## config.mk

```make
export PLATFORM = sky130hd
export DESIGN_NAME = nstl_ram
export DESIGN_NICKNAME = d
export VERILOG_FILES = /design/src/rtl/nstl_ram.sv
export SDC_FILE = /design/constraint.sdc
export NUM_CORES = 1
export LEC_CHECK = 0
export BUFFER_PORTS_ARGS = -buffer_cell sky130_fd_sc_hd__buf_2
export CORE_AREA = 2 2 261 263
export DETAILED_ROUTE_END_ITERATION = 10
export DIE_AREA = 0 0 263 265
export PLACE_DENSITY_LB_ADDON = 0.12
export SYNTH_ARGS = -nofsm -noshare
export SYNTH_HDL_FRONTEND = slang
export SYNTH_SLANG_ARGS = --single-unit
```

## constraint.sdc

```tcl
create_clock -name clock -period 7 [get_ports clock]
set_input_delay 0.35 -clock clock [delete_from_list [all_inputs] [get_ports clock]]
set_output_delay 0.35 -clock clock [all_outputs]
set_load 0.005 [all_outputs]
```

## src/rtl/nstl_ram.sv

```systemverilog
// Generic simple dual-port RAM: one write port, one read port with registered data.
// No dependencies.
module nstl_ram #(
   parameter int WIDTH = 32,
   parameter int DEPTH = 16
) (
   input  logic                     clock,
   input  logic                     we,
   input  logic [$clog2(DEPTH)-1:0] waddr,
   input  logic [WIDTH-1:0]         wdata,
   input  logic [$clog2(DEPTH)-1:0] raddr,
   output logic [WIDTH-1:0]         rdata
);

   logic [WIDTH-1:0] mem [DEPTH];
   logic [WIDTH-1:0] rdata_ff;

   // Write and registered read.
   always_ff @(posedge clock) begin
      if (we) begin
         mem[waddr] <= wdata;
      end
      rdata_ff <= mem[raddr];
   end

   assign rdata = rdata_ff;

endmodule

```

==> impl_metrics.tcl <==
set metrics [dict create \
    power.total_mw 6.978 \
    cts_tree "built" \
    whs_ns 0.1235 \
    grt_pass1_vias 9824 \
    die_y_um 265 \
    clk_pin_slew_ns 0.06 \
    grt-ovfl-total 0 \
    synth-seq-cells 544 \
    critPathKind "in2reg" \
    critical_path.slowest_cell "buf_6" \
    synth-seq-area-share_pct 80.67 \
    cts_setup_buffers 0 \
    power_leakage_nw 7.381 \
    via_count 8942 \
    ff2ff_setup_slack_ns 5.60 \
    setup_viol 0 \
    place_congestion 0.6421 \
    drc 0 \
    max_slew_margin_pct 30.86 \
    hold_violations 0 \
    critPathMaxFanout 89 \
    finalCritPeriodShare_pct 30.86 \
    hp-class "in2reg" \
    drt-total-wl_um 49180 \
    powerDensity_nw_per_um2 299.7 \
    synth_common_cells "512 x edfxtp_1, 128 x mux4_2, 64 x a22oi_1, 33 x nand2_1, 32 x dfxtp_1" \
    whs_path_depth 1 \
    final_cells 1874 \
    clkSinkCount 544 \
    cts.repair.resized 0 \
    cts_buffers 60 \
    reg2reg_from "mem[11][20]" \
    syn2layout_area_growth_pct 17.27 \
    synthFlopType "edfxtp_1" \
    drt_iter0_markers 676 \
    setup_ws_ns 4.840 \
    cp-end-kind "register" \
    synth_area_leaders "edfxtp_1 77%, mux4_2 15%, dfxtp_1 3.2%" \
    placementRows 95 \
    portBuffers 73 \
    syn_avg_cell_area_um2 23.69 \
    hold_start "wdata[16]" \
    syn_inst 838 \
    synth.most_common_cell "edfxtp_1" \
    grt_max_degree 90 \
    pre_cts_ws_ns 4.120 \
    required_ns 7.49 \
    clock_skew_ns 0.008545 \
    die_w_um 263 \
    synthesis.nets 880 \
    max-vdd-ir-drop_mv 0.1433 \
    rsz0062_at_grt "false" \
    htree_num_levels 2 \
    synth_top_area_cell "edfxtp_1" \
    cts-hold-fix-buffers 0 \
    track_usage_pct 14.29 \
    clock_latency_ns 0.61 \
    antenna_found_initial 4 \
    crit_path_cell_trace "buf_6, buf_4, mux4_2, a22oi_1, nand2_1" \
    min_to "mem[7][16]" \
    fmax_mhz 462.9 \
    vias_per_cell 4.772 \
    grt_pass1_wl_um 70870 \
    clk_path_buf_depth 3 \
    arrival_ns 2.65 \
    tightest_slew_ns 1.037 \
    die_area_um2 69700 \
    setup.worst_path.start_class "input port" \
    post_drt_wl_per_cell_um 26.24 \
    netlist_area_um2 19850 \
    dp.cells 1764 \
    nets 995 \
    setup-tns-final_ns 0 \
    synthArstFlopShare_pct 0 \
    ant_nets 0 \
    r2r_cells 3 \
    synth_top_area_share_pct 77.44 \
    antenna_cells 0 \
    r2r_end "rdata[20]" \
    root_buffer "clkbuf_16" \
    coreArea_um2 66800 \
    synth-edff-count 512 \
    final-max-slew-violation-count 0 \
    start_util_pct 29.72 \
    maxCapViolations 0 \
    yosysWarnings 0 \
    outcome "finished clean" \
    ios 74 \
    drive_above_1_share_pct 33.17 \
    place_hpwl_um 21350 \
    dr.pass1.iters 5 \
    yosysUniqueCellTypes 18 \
    fin_crit_ns 2.160 \
    cpPeakStageDelay_ns 0.71 \
]
## cell families (layout without fill, tap and decap cells)
kind of cell,Yosys count,count (layout),share of synthesized area [%]
DFF,544,544,80.67
muxes,128,128,14.52
AOI/OAI and AO/OA,64,64,2.420
buffers and inverters,43,206,1.122
and+or+nand+nor,59,59,1.273
## final cells by class
| class | count | area [um^2] |
|---|---|---|
| fill | 6216 | 43520 |
| sequential | 544 | 16020 |
| clock inverter | 26 | 197.7 |
| clock buffer | 84 | 1673 |
| timing repair buffer | 96 | 554.3 |
| multi-input combinational | 251 | 3750 |
| tap | 873 | 1092 |
## metrics by stage
| step | cell area [um^2] | utilization (%) |
|---|---|---|
| finish | 23280 | 34.85 |
| global route | 23280 | 34.85 |
| CTS | 23280 | 34.85 |
| detailed placement | 21410 | 32.05 |
| global placement | 21410 | 32.05 |
| floorplan | 19850 | - |
## layer usage
layer  GRT usage [%]  wire length, um  vias up
met1           19.95            22710     4859
met2           22.99            23330      202
met5               0               35        -
met3           3.149             2335       69
met4           3.120              770        6
li1                -                -     3806
## state kept, by name (all words and copies together) (netlist names)
register,count
mem,512
rdata,32
## report_power, final
group | leakage [nW] | internal (mW) | switching, mW
Clock | 0.933 | 1.76 | 1.23
Combinational | 1.55 | 0.128 | 0.189
Sequential | 4.89 | 3.64 | 0.0231
Total | 7.38 | 5.53 | 1.45
## worst max-delay path, delay by kind of cell
family / cells / cell delay, ns
multiplexers: 1 / 0.41
AO/OA/AOI/OAI: 1 / 0.27
AND/OR/NAND/NOR: 1 / 0.09
buffers and inverters: 2 / 1.40
## layout by cell type (no fill, tap or decap), drive strengths merged
master,count
nor3,4
and2,1
nor2b,2
nand2,33
nand3b,2
or3b,1
edfxtp,512
nand3,1
nand2b,2
mux4,128
dfxtp,32
buf,96
a22oi,64
bufinv,3
clkbuf,84
nor2,13
clkinv,23
## worst max path at each step
stage / start / endpoint / slack [ns] / depth (start not counted)
finish: raddr[1] / rdata[31] / 4.84 / 5
global route: raddr[0] / rdata[10] / 4.62 / 5
CTS: raddr[0] / rdata[10] / 4.77 / 5
detailed placement: raddr[0] / rdata[7] / 4.12 / 5
global placement: raddr[0] / rdata[7] / 4.11 / 5
floorplan: waddr[2] / mem[0][0] / 3.47 / 2
(Power assumes the default switching activity.)
