## src/rtl/nstl_pkg.sv

```systemverilog
// Shared types, constants and helper functions for the nearest-site traction lookup.
// No dependencies; the files that use this package refer to it by scoped names.
package nstl_pkg;

   // Table size and fixed-point format.
   localparam int MAX_SITES  = 4096;
   localparam int FRAC_BITS  = 16;
   localparam int IDX_W      = (MAX_SITES > 1) ? $clog2(MAX_SITES) : 1;
   localparam int CNT_W      = $clog2(MAX_SITES + 1);
   localparam int OUT_IDX_W  = 12;
   localparam int CSR_ADDR_W = 5;
   localparam int POS_W      = 96;
   localparam int DATA_W     = 192;

   typedef enum logic [1:0] {
      OP_CLEAR = 2'd0,
      OP_LOAD  = 2'd1,
      OP_QUERY = 2'd2,
      OP_NONE  = 2'd3
   } op_type;

   typedef enum logic [1:0] {
      STAT_DONE  = 2'd0,
      STAT_FULL  = 2'd1,
      STAT_EMPTY = 2'd2
   } status_type;

   typedef enum logic [2:0] {
      REG_ORIGIN_X  = 3'd0,
      REG_ORIGIN_Y  = 3'd1,
      REG_ORIGIN_Z  = 3'd2,
      REG_VOXEL     = 3'd3,
      REG_TRAC_OFS  = 3'd4,
      REG_TANG_OFS  = 3'd5
   } reg_type;

   typedef enum logic [3:0] {
      S_IDLE,
      S_LD_MUL,
      S_LD_ADD,
      S_LD_WR,
      S_SCAN,
      S_FETCH,
      S_FETCH_WAIT,
      S_F_MUL,
      S_F_RND,
      S_M_MUL,
      S_M_ACC,
      S_ROOT_START,
      S_ROOT_WAIT,
      S_FINISH
   } state_type;

   // Square-root unit handshake.
   typedef struct packed {
      logic busy;
      logic done;
   } root_stat_type;

   // Saturate a 64-bit signed value to 32 bits.
   function automatic logic signed [31:0] sat_s32(input logic signed [63:0] v);
      logic signed [31:0] r;
      if (v > 64'sd2147483647) begin
         r = 32'sh7FFFFFFF;
      end else if (v < -64'sd2147483648) begin
         r = 32'sh80000000;
      end else begin
         r = v[31:0];
      end
      return r;
   endfunction

   // Magnitude of a 32-bit signed value; the most negative value maps to 2^31.
   function automatic logic [31:0] abs32(input logic signed [31:0] v);
      logic [31:0] r;
      r = v[31] ? (~v + 32'd1) : v;
      return r;
   endfunction

endpackage

```

## src/rtl/nstl_isqrt.sv

```systemverilog
// Iterative floor square root of a 64-bit value, two radicand bits per cycle.
// Depends on nstl_pkg for the status struct.
module nstl_isqrt (
   input  logic                    clock,
   input  logic                    reset,
   input  logic                    start,
   input  logic [63:0]             radicand,
   output nstl_pkg::root_stat_type stat,
   output logic [31:0]             root
);

   logic [63:0] rad_ff;
   logic [33:0] rem_ff;
   logic [31:0] root_ff;
   logic [4:0]  iter_ff;
   logic        busy_ff;
   logic        done_ff;
   logic [35:0] rem_t;
   logic [35:0] trial;
   logic        take;

   // One digit step: bring down two bits and try the next root bit.
   always_comb begin
      rem_t = {rem_ff, rad_ff[63:62]};
      trial = {2'b00, root_ff, 2'b01};
      take  = (rem_t >= trial);
   end

   // Control state.
   always_ff @(posedge clock) begin
      if (reset) begin
         busy_ff <= 1'b0;
         done_ff <= 1'b0;
         iter_ff <= '0;
      end else begin
         done_ff <= 1'b0;
         if (start) begin
            busy_ff <= 1'b1;
            iter_ff <= '0;
         end else if (busy_ff) begin
            iter_ff <= iter_ff + 5'd1;
            if (iter_ff == 5'd31) begin
               busy_ff <= 1'b0;
               done_ff <= 1'b1;
            end
         end
      end
   end

   // Datapath.
   always_ff @(posedge clock) begin
      if (start) begin
         rad_ff  <= radicand;
         rem_ff  <= '0;
         root_ff <= '0;
      end else if (busy_ff) begin
         rad_ff  <= {rad_ff[61:0], 2'b00};
         rem_ff  <= take ? 34'(rem_t - trial) : rem_t[33:0];
         root_ff <= {root_ff[30:0], take};
      end
   end

   assign stat.busy = busy_ff;
   assign stat.done = done_ff;
   assign root      = root_ff;

endmodule
```

## config.mk

```make
export PLATFORM = sky130hd
export DESIGN_NAME = nstl_isqrt
export DESIGN_NICKNAME = d
export VERILOG_FILES = /design/src/rtl/nstl_pkg.sv /design/src/rtl/nstl_isqrt.sv
export SDC_FILE = /design/constraint.sdc
export NUM_CORES = 1
export LEC_CHECK = 0
export BUFFER_PORTS_ARGS = -buffer_cell sky130_fd_sc_hd__buf_2
export CORE_MARGIN = 10
export CORE_UTILIZATION = 59
export CTS_CLUSTER_DIAMETER = 150
export DETAILED_ROUTE_END_ITERATION = 10
export PLACE_DENSITY_LB_ADDON = 0.15
export SYNTH_ARGS = -nofsm -noshare
export SYNTH_HDL_FRONTEND = slang
export SYNTH_SLANG_ARGS = --single-unit
```

## constraint.sdc

```tcl
create_clock -name clock -period 2.9 [get_ports clock]
set_input_delay 0.58 -clock clock [delete_from_list [all_inputs] [get_ports clock]]
set_output_delay 0.58 -clock clock [all_outputs]
set_load 0.1 [all_outputs]
```

==> metrics.md, run 1 <==
| Metric | Value |
|---|---|
| Status | finished, final reports clean |
| Final min period | 2.79 ns |
| Placer Congestion | 0.939 |
| DIE AREA | 18200 µm² |
| Total track usage | 19.8% |
| Final Hold Slack | 0.320 ns |
| Antenna violations before repair | 2 |
| CTS Buffer Depth | 2 |
| Worst rel slew slack | 46.4% |
| Max Clk Rate | 0.359 GHz |
| Fin cells | 1041 |
| Pwr Total | 0.00896 W |
| Vias in the first global route | 6148 |
| DP Wirelength | 12.6 mm |
| Reg clk slew, reported paths | 0.07 ns |
| Peak supply drop | 712 µV |
| HP Class | in2reg |
| Crit-path max cell delay | 0.36 ns |
| Core area | 12800 µm² |
| Asr flop ratio synth | 0% |
| Wire per inst | 17.0 µm |
| Mapped Cells | 764 |
| Diodes inserted | 0 |
| Synth area leaders | edfxtp_1 (25%), dfxtp_1 (19%), mux2_2 (9.0%) |
| Synth area leader | edfxtp_1 |
| Critical Setup Path Class | reg2reg |
| Seq/Total Area, Yosys | 43.5% |
| Buffers on Ports | 100 |
| Synthesis-to-finish area growth | 16.6% |
| Worst Setup End Kind | flop |
| CP delay by family, top | compound AO/OA/AOI/OAI gates |
| DR vias | 6032 |
| Worst-path fanout max | 11 |
| Main synth FF type | dfxtp_1 |
| Post-route clock period utilization | 96.1% |
| Number of hold violations in the final report | 0 |
| Gr ovfl total | 0 |
| Cell depth of the worst hold path | 2 |
| Filler cells | 966 |
| Synthesis Warnings | 0 |
| Post-layout nets | 959 |
| FP Rows | 41 |
| First-pass GRT wire length | 29.7 mm |
| Max stage delay cell, worst path | ha_1 |
| CTS tree | built |
| DIE WIDTH | 135 µm |
| Post-synth EDFFs | 64 |
| Clock root buffer | clkbuf_16 |
| Max cap viols | 0 |
| Share of the synthesized area in the top cell type | 24.7% |
| Max H-tree Level | 4 |
| Clk_skew | 0.0104 ns |
| Yosys cell types | 61 |
| R2R depth | 11 |
| Cell mode on critical path | a21o_1 |
| Pwr dens | 990 nW/µm² |
| Mapped Nets | 867 |
| WP data arrival | 3.10 ns |
| Vias per cell | 5.79 |
| Final Max Tran Viols | 0 |
| Routed Antenna Nets | 0 |
| CP Launch Type | flop |
| I/O Pins | 101 |
| Post-Synthesis Cell Area | 7770 µm² |
| Pre-CTS WS | 0.0984 ns |
| Largest net degree at the start of global routing | 67 |
| Stages on worst setup path | 11 |
| Critical path cell sequence | inv_1 -> ha_1 -> or3_4 -> a21o_1 -> o211ai_2 -> nand3_2 -> o31ai_4 -> a21o_1 -> buf_4 -> a211oi_1 -> o31a_1 |
| Total Wirelength | 17.7 mm |
| Num CTS Buffers | 17 |
| Clock sink count | 137 |
| Share of post-route cells with drive strength above 1 | 31.6% |
| First-pass iteration count of the detailed router | 5 |
| Crit path buf inv count | 2 |
| Die span in y | 135 µm |
| Synthesized flop and latch total | 137 |
| Worst Setup Slack, final | 0.113 ns |
| Measured slew at the worst slew-check pin | 0.805 ns |
| # DRC | 0 |
| DR iter-0 viols | 441 |
| Placed insts | 1008 |
| WP data required | 3.22 ns |
| Initial core utilization | 60.8% |
| Leak | 3.79 nW |
| Final setup fails | 0 |
| Average size of a mapped cell | 10.2 µm² |
| Worst skew pair latency | 0.43 ns |
==> layout by cell type (no fill, tap or decap), types with 15 or more instances in the layout <==
cell type  Yosys  layout
edfxtp_1      64      64
dfxtp_2        0      30
dfxtp_1       73      42
ha_1          36      34
mux2i_1       47      47
clkbuf_16      0      17
buf_4          3      15
nand2_1       56      56
a211oi_1      15      15
mux2_2        62      62
xnor2_1       22      22
inv_1         46      46
a21oi_1       37      36
nor2_1        90      90
buf_2          4      99
==> power by group <==
part | internal [W] | switching [W] | total [W]
clock network | 0.00126 | 0.000863 | 0.00213
registers | 0.00229 | 0.000152 | 0.00244
logic | 0.00186 | 0.00254 | 0.00440
total | 0.00541 | 0.00356 | 0.00896
==> path summary, 6_finish.rpt <==
kind / start / end / slack, ns
max reg2reg: root[3]$_SDFFE_PP0P_ / rem_ff[31]$_SDFFE_PP0P_ / 0.11
min: reset / busy_ff$_SDFF_PP0_ / 0.32
min reg2reg: rem_ff[32]$_SDFFE_PP0P_ / rem_ff[32]$_SDFFE_PP0P_ / 0.50
max: root[3]$_SDFFE_PP0P_ / rem_ff[31]$_SDFFE_PP0P_ / 0.11
==> area by class of cell <==
type / instances / area, µm² / share of cell area (%)
multi-input cells: 537 / 4010 / 44.3
clock buffers: 17 / 425 / 4.70
flip-flops and latches: 137 / 3420 / 37.8
well taps: 172 / 215 / 2.38
inverters: 46 / 173 / 1.91
clock inverters: 15 / 150 / 1.66
repair buffers: 117 / 659 / 7.28
==> routing by layer <==
layer | GRT usage, % | wire length (µm) | vias to the layer above
met5 | 0 | 20 | -
met4 | 8.40 | 277 | 2
met3 | 7.01 | 1200 | 30
met2 | 32.8 | 8620 | 171
met1 | 22.7 | 7560 | 2872
li1 | - | - | 2957
==> sequential cells by signal (all words and copies together), names as in the netlist <==
| name | count |
|---|---|
| iter_ff | 5 |
| rem_ff | 34 |
| done_ff | 1 |
| rad_ff | 64 |
| root | 32 |
| busy_ff | 1 |
==> Yosys cell counts (all sizes together) (19+ instances only) <==
library cell and n:
a21oi 39, clkbuf 24, nand2 56, nor2 90, buf 20, xnor2 22
a311oi 19, inv 46, edfxtp 64, dfxtp 73, mux2 62, mux2i 47
ha 36
==> cells by family after synthesis <==
group / after synthesis / share of synthesized area (%)
and+or+nand+nor: 212 / 12.7
AOI/OAI and AO/OA: 153 / 14.8
DFF: 137 / 43.5
muxes: 109 / 15.0
buffers and inverters: 90 / 5.09
adders and majority gates: 36 / 5.80
xor gates and xnor gates: 27 / 3.04
==> repair_timing <==
action                     4_1_cts  5_1_grt
hold buffers                     0        0
setup endpoints to repair        0       19
resized for setup                0        8
buffers inserted                 0        1
==> metrics by stage <==
stage                     instance area (µm²)  util, %  setup TNS (ns)
final                                    9060     70.9               0
after global routing                     9060     70.9       -0.000913
after CTS                                9030     70.7               0
after detailed placement                 8450     66.2               0
after global placement                   8450     66.2               0
after floorplan                          7810        -               0
Power figures use the tool's default switching activity.
==> run 2: changes to the inputs <==
RECOVER_POWER = 25   (was default)
==> metrics.md, run 2 (synthesis results as in run 1) <==
| Metric | Value |
|---|---|
| Max cap viols | 0 (unchanged) |
| FP Rows | 41 (unchanged) |
| DR vias | 6067 (+0.58%) |
| CTS tree | built |
| Worst r2r src | root[3]$_SDFFE_PP0P_ |
| Synthesis-to-finish area growth | 16.3% |
| Clock root buffer | clkbuf_16 |
| Crit path buf inv count | 2 (unchanged) |
| DIE AREA | 18200 µm² (unchanged) |
| Status | finished, final reports clean |
| Clk_skew | 0.0121 ns (+0.00167 ns) |
| Post-layout nets | 959 (unchanged) |
| Worst rel slew slack | 36.8% (-9.5 points) |
| Max stage delay cell, worst path | ha_1 |
| Reg clk slew, reported paths | 0.07 ns (about the same) |
| Most frequent cells in the layout | buf_2 (99), nor2_1 (90), edfxtp_1 (64) |
| First-pass GRT wire length | 29.7 mm (unchanged) |
| HP Class | in2reg |
| Max Clk Rate | 0.358 GHz (-0.17%) |
| Critical path cell sequence | inv_1 -> ha_1 -> or3_4 -> a21o_1 -> o211ai_2 -> nand3_2 -> o31ai_4 -> a21o_1 -> buf_4 -> a211oi_1 -> o31a_1 |
| Final min period | 2.79 ns (+0.00471 ns) |
| Share of post-route cells with drive strength above 1 | 31.5% (-0.12 points) |
| Clock sink count | 137 (unchanged) |
| Finished Cell Area | 9040 µm² (-0.21%) |
| Most common cell after layout, fill and taps aside | buf_2 |
| Beginning of the critical path | root[3]$_SDFFE_PP0P_ |
| Post-route clock period utilization | 96.3% (+0.16 points) |
| Die span in y | 135 µm (unchanged) |
| Initial core utilization | 60.8% (unchanged) |
| Final setup fails | 0 (unchanged) |
| Worst-path fanout max | 11 (unchanged) |
| Pwr dens | 993 nW/µm² (+0.33%) |
| Crit-path max cell delay | 0.36 ns (about the same) |
| Diodes inserted | 0 (unchanged) |
| First-pass iteration count of the detailed router | 5 (unchanged) |
| Buffers on Ports | 100 (unchanged) |
| Worst Setup End Kind | flop |
| Num CTS Buffers | 17 (unchanged) |
| Final Max Tran Viols | 0 (unchanged) |
| Routed Antenna Nets | 0 (unchanged) |
| Gr ovfl total | 0 (unchanged) |
| Reg2Reg Setup Slack | 0.11 ns (about the same) |
| Number of hold violations in the final report | 0 (unchanged) |
| Antenna violations before repair | 2 (unchanged) |
| WP data required | 3.22 ns (about the same) |
| Core area | 12800 µm² (unchanged) |
| Largest net degree at the start of global routing | 67 (unchanged) |
| Cell mode on critical path | a21o_1 |
| Largest Register | rad_ff |
| Worst Hold Launch | reset |
| Max reg flops | 64 (unchanged) |
| I/O Pins | 101 (unchanged) |
| Max H-tree Level | 4 (unchanged) |
| Pwr Total | 0.00897 W (+0.12%) |
| DP Wirelength | 12.6 mm (unchanged) |
| Worst skew pair latency | 0.43 ns (about the same) |
| Area after DPL | 8450 µm² (unchanged) |
| CP delay by family, top | compound AO/OA/AOI/OAI gates |
| Reg2reg end | rem_ff[31]$_SDFFE_PP0P_ |
| Worst setup path end | rem_ff[31]$_SDFFE_PP0P_ |
| Measured slew at the worst slew-check pin | 0.947 ns (+0.143 ns) |
| Critical Setup Path Class | reg2reg |
| Leak | 3.78 nW (-0.25%) |
| Peak supply drop | 714 µV (+0.35%) |
| Total track usage | 19.8% (unchanged) |
| WP data arrival | 3.11 ns (about the same) |
| # DRC | 0 (unchanged) |
| Vias in the first global route | 6148 (unchanged) |
| CTS Buffer Depth | 2 (unchanged) |
| Stages on worst setup path | 11 (unchanged) |
| Vias per cell | 5.83 (+0.58%) |
| Wire per inst | 17.0 µm (+0.28%) |
| R2R depth | 11 (unchanged) |
| Placer Congestion | 0.939 (unchanged) |
| DR iter-0 viols | 457 (+3.6%) |
| DIE WIDTH | 135 µm (unchanged) |
| Total Wirelength | 17.7 mm (+0.28%) |
| CP Launch Type | flop |
-- run 2: changes by cell type in the layout (fill, tap and decap cells not counted), sizes merged --
cell	before	now
buf	117	114
clkbuf	17	20
-- run 2: power breakdown --
part           internal (W)  switching [W]  leakage, nW  total (W)
sequential          0.00229       0.000152         1.26    0.00244
combinational       0.00185        0.00256         2.24    0.00441
clock               0.00126       0.000863        0.279    0.00213
-- run 2: worst min-delay path by stage --
stage,end,cells after the start
CTS,busy_ff$_SDFF_PP0_,2
global route,busy_ff$_SDFF_PP0_,2
detailed placement,rem_ff[32]$_SDFFE_PP0P_,2
global placement,rem_ff[32]$_SDFFE_PP0P_,2
floorplan,rem_ff[32]$_SDFFE_PP0P_,2
finish,busy_ff$_SDFF_PP0_,2
-- run 2: final cells by class --
type / instances / area [µm²]
clock buffer: 17 / 425
fill: 969 / 3730
sequential: 137 / 3420
timing repair buffer: 117 / 641
clock inverter: 15 / 150
tap: 172 / 215
multi-input combinational: 537 / 4010
inverter: 46 / 173
-- run 2: metal layers --
layer | GRT usage, % | up-vias | part of all wire, %
li1 | - | 2958 | -
met1 | 22.7 | 2863 | 42
met2 | 32.8 | 207 | 48
met3 | 7.01 | 37 | 7.5
met4 | 8.40 | 2 | 1.7
met5 | 0 | - | 0.039
-- run 2: timing repair --
| action | CTS | global route |
|---|---|---|
| hold buffers | 0 | 0 |
| setup endpoints to repair | 0 | 19 |
| buffers inserted | 0 | 1 |
| gates resized for setup | 0 | 8 |
-- run 2: through the flow --
step	hold WS, ns	TNS, ns	instances	worst slack [ns]	util, %
final	0.320	0	1041	0.109	70.8
after global routing	0.309	-0.000913	1041	-0.000913	70.8
after CTS	0.309	0	1040	0.0945	70.7
after detailed placement	0.485	0	1008	0.0984	66.2
after global placement	0.470	0	1008	0.214	66.2
after floorplan	0.458	0	764	0.0191	-
==> run 3: changes to the inputs <==
GPL_TIMING_DRIVEN = 0   (was default)
==> metrics.md, run 3 (synthesis results as in run 1) <==
| Metric | Value |
|---|---|
| Buffers on Ports | 99 (-1.0%) |
| Share of post-route cells with drive strength above 1 | 30.2% (-1.4 points) |
| Number of hold violations in the final report | 0 (unchanged) |
| I/O Pins | 101 (unchanged) |
| Post-layout nets | 988 (+3.0%) |
| Worst Hold Launch | reset |
| Met2 WL | 9.71 mm (+13%) |
| Diodes inserted | 0 (unchanged) |
| Largest net degree at the start of global routing | 65 (-3.0%) |
| Met3 routed WL | 1.58 mm (+19%) |
| DP Wirelength | 14.2 mm (+13%) |
| Post-route clock period utilization | 96.2% (about the same) |
| Measured slew at the worst slew-check pin | 1.17 ns (+0.225 ns) |
| CTS tree | built |
| Synthesis-to-finish area growth | 20.1% |
| WP data arrival | 3.11 ns (about the same) |
| Max Clk Rate | 0.358 GHz (about the same) |
| Placer Congestion | 0.932 (-0.78%) |
| Filler cells | 928 (-4.2%) |
| Largest Register | rad_ff |
| Final setup fails | 0 (unchanged) |
| Clock root buffer | clkbuf_16 |
| Pwr dens | 1040 nW/µm² (+5.2%) |
| Max cap viols | 0 (unchanged) |
| First-pass GRT wire length | 32.1 mm (+8.3%) |
| # DRC | 0 (unchanged) |
| Initial core utilization | 60.8% (unchanged) |
| Total track usage | 21.8% (+2.0 points) |
| Num CTS Buffers | 17 (unchanged) |
| Worst rel slew slack | 22.2% (-15 points) |
| Leak | 3.83 nW (+1.2%) |
| First-pass iteration count of the detailed router | 5 (unchanged) |
| DIE AREA | 18200 µm² (unchanged) |
| Final min period | 2.79 ns (-0.00142 ns) |
| Routed Antenna Nets | 0 (unchanged) |
| Critical Setup Path Class | reg2reg |
| DIE WIDTH | 135 µm (unchanged) |
| Peak supply drop | 637 µV (-11%) |
| Fin util | 73.0% (+2.3 points) |
| DR iter-0 viols | 342 (-25%) |
| Reg clk slew, reported paths | 0.06 ns (about the same) |
| Clk_skew | 0.0114 ns (-0.000680 ns) |
| Max reg flops | 64 (unchanged) |
| Antenna violations before repair | 2 (unchanged) |
| Reg2Reg Setup Slack | 0.11 ns (about the same) |
| Total Wirelength | 20.0 mm (+13%) |
| FP Rows | 41 (unchanged) |
| Most frequent cells in the layout | nor2_1 (90), buf_2 (89), edfxtp_1 (64) |
| Gr ovfl total | 0 (unchanged) |
| DR vias | 6330 (+4.3%) |
| Status | finished, final reports clean |
| HP Class | in2reg |
| CP Launch Type | flop |
| CTS Buffer Depth | 2 (unchanged) |
| Core area | 12800 µm² (unchanged) |
| Final Max Tran Viols | 0 (unchanged) |
| Vias in the first global route | 6501 (+5.7%) |
| Beginning of the critical path | root[1]$_SDFFE_PP0P_ |
| Clock sink count | 137 (unchanged) |
| Uppermost layer routed | met4 |
| Worst skew pair latency | 0.42 ns (about the same) |
| Wire per inst | 18.7 µm (+9.7%) |
| Most common cell after layout, fill and taps aside | nor2_1 |
| M1 WL | 8.20 mm (+9.0%) |
| Finished Cell Area | 9330 µm² (+3.2%) |
| Worst-path fanout max | 10 (-1) |
| Vias per cell | 5.92 (+1.5%) |
| Worst r2r src | root[1]$_SDFFE_PP0P_ |
| WP data required | 3.22 ns (about the same) |
| Worst Setup End Kind | flop |
| Die span in y | 135 µm (unchanged) |
| # hold bufs at CTS | 0 (unchanged) |
| Max H-tree Level | 4 (unchanged) |
| Area after DPL | 8520 µm² (+0.78%) |
[run 3: cell types whose count changed in the layout (fill, tap and decap cells not counted), sizes merged]
cell      change
buf           -6
bufinv        +5
clkbuf       +36
clkinv        -6
clkinvlp      -2
inv           +1
or2           +1
[run 3: area by class of cell]
class / count / area [µm²] / area share, %
multi-input cells: 538 / 4090 / 43.8
flip-flops and latches: 137 / 3420 / 36.7
repair buffers: 104 / 515 / 5.53
clock buffers: 19 / 443 / 4.75
clock inverters: 13 / 263 / 2.82
well taps: 172 / 215 / 2.31
plain buffers: 41 / 211 / 2.27
inverters: 46 / 173 / 1.85
[run 3: timing repair]
item	4_1_cts	5_1_grt
gates resized for setup	1	18
setup endpoints to repair	65	73
cloned	0	1
pin swaps	1	6
setup buffers	1	4
endpoints found under the hold margin	0	0
[run 3: worst paths after layout]
| check | cells after the start | to |
|---|---|---|
| worst max-delay path | 12 | rem_ff[32]$_SDFFE_PP0P_ |
| worst min-delay path | 2 | busy_ff$_SDFF_PP0_ |
| worst max register to register | 12 | rem_ff[32]$_SDFFE_PP0P_ |
| worst min register to register | 2 | rem_ff[33]$_SDFFE_PP0P_ |
[run 3: worst max-delay path: stages (launching register included)]
cell,delay [ns]
dfxtp_2,0.35
inv_1,0.05
ha_1,0.35
o21ai_0,0.26
a21oi_1,0.17
o211ai_2,0.27
nand3_2,0.14
o31ai_4,0.25
a21o_1,0.16
buf_6,0.16
buf_8,0.16
nand2_1,0.08
a311oi_2,0.29
[run 3: where the power goes]
part | switching [W] | internal (W) | total [W]
clock network | 0.000857 | 0.00174 | 0.00259
logic | 0.00271 | 0.00198 | 0.00470
registers | 0.000168 | 0.00229 | 0.00246
total | 0.00374 | 0.00601 | 0.00975
[run 3: stage by stage]
step	std cells	hold slack (ns)	setup TNS (ns)	power, W	setup WS (ns)
2_1_floorplan	764	0.458	0	0.00587	0.0191
3_3_place_gp	1035	0.472	-35.98	0.00671	-0.567
3_5_place_dp	1035	0.491	-41.79	0.00682	-0.657
4_1_cts	1068	0.317	0	0.00948	0.00689
5_1_grt	1070	0.319	-0.0128	0.0102	-0.0109
6_report	1070	0.327	0	0.00975	0.110
[run 3: routing by layer]
metal  track usage [%]  up-vias
li1                  -     3011
met1              24.6     3024
met2              36.9      246
met3              7.20       49
met4              9.19        0
met5                 0        -
